--- src/ctw_pkg.sv ---
`timescale 1ns / 1ps
`default_nettype none

package ctw_pkg;

	localparam int COLUMNS    = 80;
	localparam int ROWS       = 25;
	localparam int CELL_COUNT = COLUMNS * ROWS;
	localparam int POS_W      = $clog2(CELL_COUNT);
	localparam int COL_W      = $clog2(COLUMNS);

	localparam logic [1:0] KIND_PUT   = 2'd0;
	localparam logic [1:0] KIND_CLEAR = 2'd1;
	localparam logic [1:0] KIND_READ  = 2'd2;

	localparam logic [7:0] CODE_BACKSPACE = 8'd8;
	localparam logic [7:0] CODE_NEWLINE   = 8'd10;
	localparam logic [7:0] RESET_ATTR     = 8'h07;

	localparam logic CFG_ATTR   = 1'b0;
	localparam logic CFG_CURSOR = 1'b1;

	typedef logic [POS_W-1:0] pos_t;
	typedef logic [COL_W-1:0] col_t;
	typedef logic [15:0]      cell_t;

	localparam pos_t LAST_ROW  = pos_t'(CELL_COUNT - COLUMNS);
	localparam pos_t LAST_CELL = pos_t'(CELL_COUNT - 1);
	localparam pos_t ROW_STEP  = pos_t'(COLUMNS);
	localparam col_t COL_LAST  = col_t'(COLUMNS - 1);

	typedef struct packed {
		logic  we;
		pos_t  waddr;
		cell_t wdata;
		logic  re;
		pos_t  raddr;
	} mem_req_t;

	typedef struct packed {
		logic       done;
		pos_t       pos;
		logic [7:0] rchar;
		logic [7:0] rattr;
	} result_t;

endpackage

`default_nettype wire

--- src/ctw_seq.sv ---
`timescale 1ns / 1ps
`default_nettype none

module ctw_seq (
	input  wire logic              clk,
	input  wire logic              arst_n,
	input  wire logic              start,
	input  wire logic [1:0]        kind,
	input  wire logic [7:0]        char_code,
	input  wire logic [10:0]       cell_address,
	input  wire logic [7:0]        attr,
	input  wire ctw_pkg::cell_t    rdata,
	output ctw_pkg::mem_req_t      mreq,
	output ctw_pkg::result_t       res,
	output logic                   busy
);

	localparam logic [2:0] S_INIT    = 3'd0;
	localparam logic [2:0] S_IDLE    = 3'd1;
	localparam logic [2:0] S_FILL    = 3'd2;
	localparam logic [2:0] S_SCROLL  = 3'd3;
	localparam logic [2:0] S_BS_RD   = 3'd4;
	localparam logic [2:0] S_BS_CHK  = 3'd5;
	localparam logic [2:0] S_RD_WAIT = 3'd6;

	logic [2:0]    state_q;
	ctw_pkg::pos_t cnt_q;
	ctw_pkg::pos_t pos_q;
	ctw_pkg::col_t col_q;
	logic          done_q;
	logic [7:0]    rchar_q;
	logic [7:0]    rattr_q;

	logic          accept;
	logic          in_range;
	ctw_pkg::pos_t line_start;
	ctw_pkg::col_t col_next;
	ctw_pkg::col_t col_prev;
	logic          bs_hit;

	assign accept     = start && (state_q == S_IDLE);
	assign in_range   = 32'(cell_address) < ctw_pkg::CELL_COUNT;
	assign line_start = pos_q - ctw_pkg::pos_t'(col_q);
	assign col_next   = (col_q == ctw_pkg::COL_LAST) ? '0 : col_q + 1'b1;
	assign col_prev   = (col_q == '0) ? ctw_pkg::COL_LAST : col_q - 1'b1;
	assign bs_hit     = (rdata[7:0] != 8'h00) || (cnt_q == '0);
	assign busy       = (state_q != S_IDLE);

	always_comb begin
		mreq = '0;
		case (state_q)
			S_INIT: begin
				mreq.we    = 1'b1;
				mreq.waddr = cnt_q;
				mreq.wdata = {ctw_pkg::RESET_ATTR, 8'h00};
			end
			S_FILL: begin
				mreq.we    = 1'b1;
				mreq.waddr = cnt_q;
				mreq.wdata = {attr, 8'h00};
			end
			S_SCROLL: begin
				mreq.re    = (cnt_q != ctw_pkg::LAST_ROW);
				mreq.raddr = cnt_q + ctw_pkg::ROW_STEP;
				mreq.we    = (cnt_q != '0);
				mreq.waddr = cnt_q - 1'b1;
				mreq.wdata = rdata;
			end
			S_BS_RD: begin
				mreq.re    = 1'b1;
				mreq.raddr = cnt_q;
			end
			S_BS_CHK: begin
				mreq.we    = bs_hit;
				mreq.waddr = cnt_q;
				mreq.wdata = {attr, 8'h00};
			end
			S_IDLE: begin
				if (accept && kind == ctw_pkg::KIND_PUT) begin
					if (char_code == ctw_pkg::CODE_BACKSPACE) begin
						mreq.we    = (pos_q == '0);
						mreq.waddr = '0;
						mreq.wdata = {attr, 8'h00};
					end else if (char_code != ctw_pkg::CODE_NEWLINE) begin
						mreq.we    = 1'b1;
						mreq.waddr = pos_q;
						mreq.wdata = {attr, char_code};
					end
				end else if (accept && kind == ctw_pkg::KIND_READ) begin
					mreq.re    = in_range;
					mreq.raddr = ctw_pkg::pos_t'(cell_address);
				end
			end
			default: begin
				mreq = '0;
			end
		endcase
	end

	always_ff @(posedge clk or negedge arst_n) begin
		if (!arst_n) begin
			state_q <= S_INIT;
			cnt_q   <= '0;
			pos_q   <= '0;
			col_q   <= '0;
			done_q  <= 1'b0;
			rchar_q <= '0;
			rattr_q <= '0;
		end else begin
			done_q <= 1'b0;
			case (state_q)
				S_INIT: begin
					cnt_q <= cnt_q + 1'b1;
					if (cnt_q == ctw_pkg::LAST_CELL) begin
						state_q <= S_IDLE;
					end
				end
				S_IDLE: begin
					if (accept) begin
						rchar_q <= '0;
						rattr_q <= '0;
						case (kind)
							ctw_pkg::KIND_PUT: begin
								if (char_code == ctw_pkg::CODE_NEWLINE) begin
									if (line_start == ctw_pkg::LAST_ROW) begin
										cnt_q   <= '0;
										pos_q   <= ctw_pkg::LAST_ROW;
										col_q   <= '0;
										state_q <= S_SCROLL;
									end else begin
										pos_q  <= line_start + ctw_pkg::ROW_STEP;
										col_q  <= '0;
										done_q <= 1'b1;
									end
								end else if (char_code == ctw_pkg::CODE_BACKSPACE) begin
									if (pos_q == '0) begin
										done_q <= 1'b1;
									end else begin
										cnt_q   <= pos_q - 1'b1;
										col_q   <= col_prev;
										state_q <= S_BS_RD;
									end
								end else begin
									if (pos_q == ctw_pkg::LAST_CELL) begin
										cnt_q   <= '0;
										pos_q   <= ctw_pkg::LAST_ROW;
										col_q   <= '0;
										state_q <= S_SCROLL;
									end else begin
										pos_q  <= pos_q + 1'b1;
										col_q  <= col_next;
										done_q <= 1'b1;
									end
								end
							end
							ctw_pkg::KIND_CLEAR: begin
								cnt_q   <= '0;
								pos_q   <= '0;
								col_q   <= '0;
								state_q <= S_FILL;
							end
							ctw_pkg::KIND_READ: begin
								if (in_range) begin
									state_q <= S_RD_WAIT;
								end else begin
									done_q <= 1'b1;
								end
							end
							default: begin
								done_q <= 1'b1;
							end
						endcase
					end
				end
				S_FILL: begin
					cnt_q <= cnt_q + 1'b1;
					if (cnt_q == ctw_pkg::LAST_CELL) begin
						done_q  <= 1'b1;
						state_q <= S_IDLE;
					end
				end
				S_SCROLL: begin
					if (cnt_q == ctw_pkg::LAST_ROW) begin
						state_q <= S_FILL;
					end else begin
						cnt_q <= cnt_q + 1'b1;
					end
				end
				S_BS_RD: begin
					state_q <= S_BS_CHK;
				end
				S_BS_CHK: begin
					if (bs_hit) begin
						pos_q   <= cnt_q;
						done_q  <= 1'b1;
						state_q <= S_IDLE;
					end else begin
						cnt_q   <= cnt_q - 1'b1;
						col_q   <= col_prev;
						state_q <= S_BS_RD;
					end
				end
				S_RD_WAIT: begin
					rchar_q <= rdata[7:0];
					rattr_q <= rdata[15:8];
					done_q  <= 1'b1;
					state_q <= S_IDLE;
				end
				default: begin
					state_q <= S_IDLE;
				end
			endcase
		end
	end

	assign res.done  = done_q;
	assign res.pos   = pos_q;
	assign res.rchar = rchar_q;
	assign res.rattr = rattr_q;

endmodule

`default_nettype wire

--- config.mk ---
export PLATFORM = sky130hd
export DESIGN_NAME = ctw_seq
export DESIGN_NICKNAME = d
export VERILOG_FILES = /design/src/ctw_pkg.sv /design/src/ctw_seq.sv
export SDC_FILE = /design/constraint.sdc
export NUM_CORES = 1
export LEC_CHECK = 0
export BUFFER_PORTS_ARGS = -buffer_cell sky130_fd_sc_hd__buf_4
export CAP_MARGIN = 20
export CORE_UTILIZATION = 60
export CTS_BUF_LIST = sky130_fd_sc_hd__clkbuf_4 sky130_fd_sc_hd__clkbuf_8 sky130_fd_sc_hd__clkbuf_16
export DETAILED_ROUTE_END_ITERATION = 8
export MAX_ROUTING_LAYER = met4
export PLACE_DENSITY = 0.84
export REMOVE_ABC_BUFFERS = 1
export SLEW_MARGIN = 30
export SYNTH_ARGS = -nofsm -noshare
export SYNTH_HDL_FRONTEND = slang
export SYNTH_SLANG_ARGS = --single-unit
--- constraint.sdc ---
create_clock -name clk -period 7.2 [get_ports clk]
set_input_delay 0 -clock clk [delete_from_list [all_inputs] [get_ports clk]]
set_output_delay 0 -clock clk [all_outputs]
set_load 0.05 [all_outputs]
==> qor.yml <==
detailed_routing:
  avgViaCountPerCell: 6.862
  num_vias: 6162
  routed_wl_um: 17750
  drt_iter0_markers: 769
  drc: 0
  drt_first_pass_iters: 6
  antenna_left: 0
  wl_per_cell_um: 19.76
cts:
  clk_latency_ns: 0.32
  post_cts_buffers: 0
  cts_htree_levels: 2
  cts.sinks: 49
  cts_resized: 0
  cts-root-buf: "clkbuf_8"
  cts_made_buffers: 5
  clock_path_buffers: 2
  cts_tree: "yes"
  clk_pin_slew_worst_paths_ns: 0.10
sta:
  setup_tns_ns: 0
  rsz0062_at_grt: "no"
  setup_viol: 0
  worst_slack_ns: 3.168
  worstMarginPinSlew_ns: 0.8736
  hold_viol_final: 0
  fmax_mhz: 248.0
  slew-limit-headroom_pct: 41.64
  finalCritPeriodShare_pct: 56.00
  clock_skew_ns: 0.01100
  min_period_ns: 4.032
  drv_slew: 0
finish:
  fin_nets: 865
  antenna_cells: 0
  finalInstanceArea_sq_um: 6354
  area_growth_pct: 20.27
  layout-drive-gt1-share_pct: 18.92
synthesis:
  ys_ff_latch: 49
  synth_ff_type: "dfrtp_1"
  netlist_area_sq_um: 5283
  ys_warn_count: 0
  synth_top_area_cell: "dfrtp_1"
  synthArstFlopShare_pct: 100.0
  synth.top_cells.by_count: "66 x nand2_1, 62 x nor2_1, 60 x o21ai_0"
  ys_types: 72
  synth_area_leaders: "dfrtp_1 23%, a22o_1 6.1%, ha_1 5.7%"
  synth_edf_count: 0
  synthCells: 707
  seq_area_frac_synth_pct: 23.21
  synth_top_area_share_pct: 23.21
  avgSynthCellArea_sq_um: 7.472
  yosysMostFrequentCell: "nand2_1"
job:
  maxCapViolCount: 0
global_routing:
  grt_pass1_vias: 5575
  grt_overflow: 0
  grt_usage_pct: 39.59
  grt_max_degree: 50
  grt_pass1_wl_um: 27530
  antenna_found_initial: 0
die:
  die_y_um: 95.83
  rows: 33
  die-area_sq_um: 9183
  core_sq_um: 8382
  io_pins: 117
  fp.dieW_um: 95.83
  start_util_pct: 63.02
placed_design:
  place_area_sq_um: 6090
  gp_congestion: 0.9971
  dp_hpwl_um: 12710
  port-buffer-count: 116
  pre_cts_slack_ns: 3.260
setup_path:
  critPathMaxStageDelay_ns: 0.74
  path_buf_inv: 1
  crit_chain: "inv_1 > ha_1 > fa_1 > nand2b_1 > a21o_1 > a311o_1 > nor4_2 > nand4b_1 > o21ai_2 > mux2_2"
  critical_path.startpoint_type: "flop"
  crit-reg2reg-launch: "pos_q[0]"
  critical_path.top_delay_family: "compound AO/OA/AOI/OAI gates"
  reg2reg_slack_ns: 3.17
  critPathMaxFanout: 21
  reg2reg_depth: 10
  crit_path_end: "cnt_q[9]"
  critical_path_arrival_ns: 4.23
  crit_required_ns: 7.40
  cp-end-kind: "flop"
  worstReg2RegEnd: "cnt_q[9]"
  path_depth: 10
  critPathKind: "reg -> reg"
  slowest_stage: "o21ai_2"
  crit_start: "pos_q[0]"
pwr:
  peakVddDrop_mv: 0.2024
  p_per_area_nw_per_um2: 339.8
  leakage_nw: 2.881
min_path:
  hold_depth: 5
  holdCritPathClass: "in -> reg"
run_status:
  outcome: "finished clean"
==> report_power, final <==
part	internal, mW	leakage [nW]	switching (mW)	total [mW]
Combinational	0.526	2.18	0.936	1.46
Clock	0.0693	0.0481	0.107	0.176
Sequential	0.338	0.650	0.182	0.520
Total	0.933	2.88	1.23	2.16
==> sequential cells by signal, summed over array words and instances (netlist names) <==
signal,cells
rchar_q,8
cnt_q,11
col_q,7
pos_q,11
done_q,1
rattr_q,8
state_q,3
==> layer usage <==
| metal | vias to the layer above | share of wire, % | global-route usage [%] |
|---|---|---|---|
| li1 | 2801 | - | - |
| met1 | 2854 | 40 | 50.34 |
| met2 | 437 | 47 | 61.55 |
| met3 | 70 | 9.7 | 7.109 |
| met4 | 0 | 3.6 | 17.54 |
| met5 | - | 0 | - |
==> cell type report <==
| type | instances | area [sq um] |
|---|---|---|
| clock buffers | 5 | 68.82 |
| clock inverters | 3 | 22.52 |
| repair buffers | 136 | 1064 |
| well taps | 105 | 131.4 |
| fillers | 646 | 2028 |
| inverters | 30 | 112.6 |
| multi-input cells | 570 | 3729 |
| flip-flops and latches | 49 | 1226 |
==> cells in the final DEF, fill, tap and decap left out, types with 11 or more instances in the layout <==
cell type      Yosys  final
buf_4              2    119
nand2_1           66     66
nor2_1            62     60
o21ai_0           60     60
dfrtp_1           49     49
a21oi_1           42     41
a22o_1            37     37
inv_1             30     30
nand3_1           28     28
ha_1              24     24
nor3_1            19     19
xnor2_1           19     19
dlygate4sd3_1      0     17
xor2_1            13     13
a22oi_1           11     11
==> stage by stage <==
stage / power [mW] / hold slack (ns) / utilization [%] / instances
floorplan: 1.509 / -0.2956 / - / 649
global placement: 1.895 / 0.07018 / 72.52 / 873
detailed placement: 1.927 / 0.07661 / 72.65 / 873
CTS: 2.116 / 0.1916 / 75.77 / 898
global route: 2.284 / 0.2540 / 75.80 / 898
finish: 2.159 / 0.2030 / 75.80 / 898
==> worst min path at each step <==
stage	start	to	slack, ns
floorplan	arst_n	cnt_q[0]	-0.30
global placement	arst_n	cnt_q[9]	0.07
detailed placement	arst_n	cnt_q[7]	0.08
CTS	char_code[6]	pos_q[9]	0.19
global route	char_code[6]	pos_q[9]	0.25
finish	char_code[6]	pos_q[9]	0.20
==> cell families after synthesis <==
kind of cell / Yosys count / synth area share, %
flip-flops: 49 / 23.21
adder cells (fa/ha/maj): 25 / 6.064
multiplexers: 6 / 1.255
AND/OR/NAND/NOR: 259 / 24.80
buffers and inverters: 88 / 6.466
XOR/XNOR: 32 / 5.306
AO/OA/AOI/OAI: 248 / 32.90
==> tightest hold or removal path: stages <==
cell     delay, ns
buf_4         0.11
nor4_4        0.08
nand2_1       0.07
mux2i_1       0.08
o21ai_0       0.14
==> timing repair <==
item	CTS	global route
hold endpoints to repair	65	0
hold buffers	17	0
setup endpoints to repair	0	0
Power figures use the tool's default switching activity.
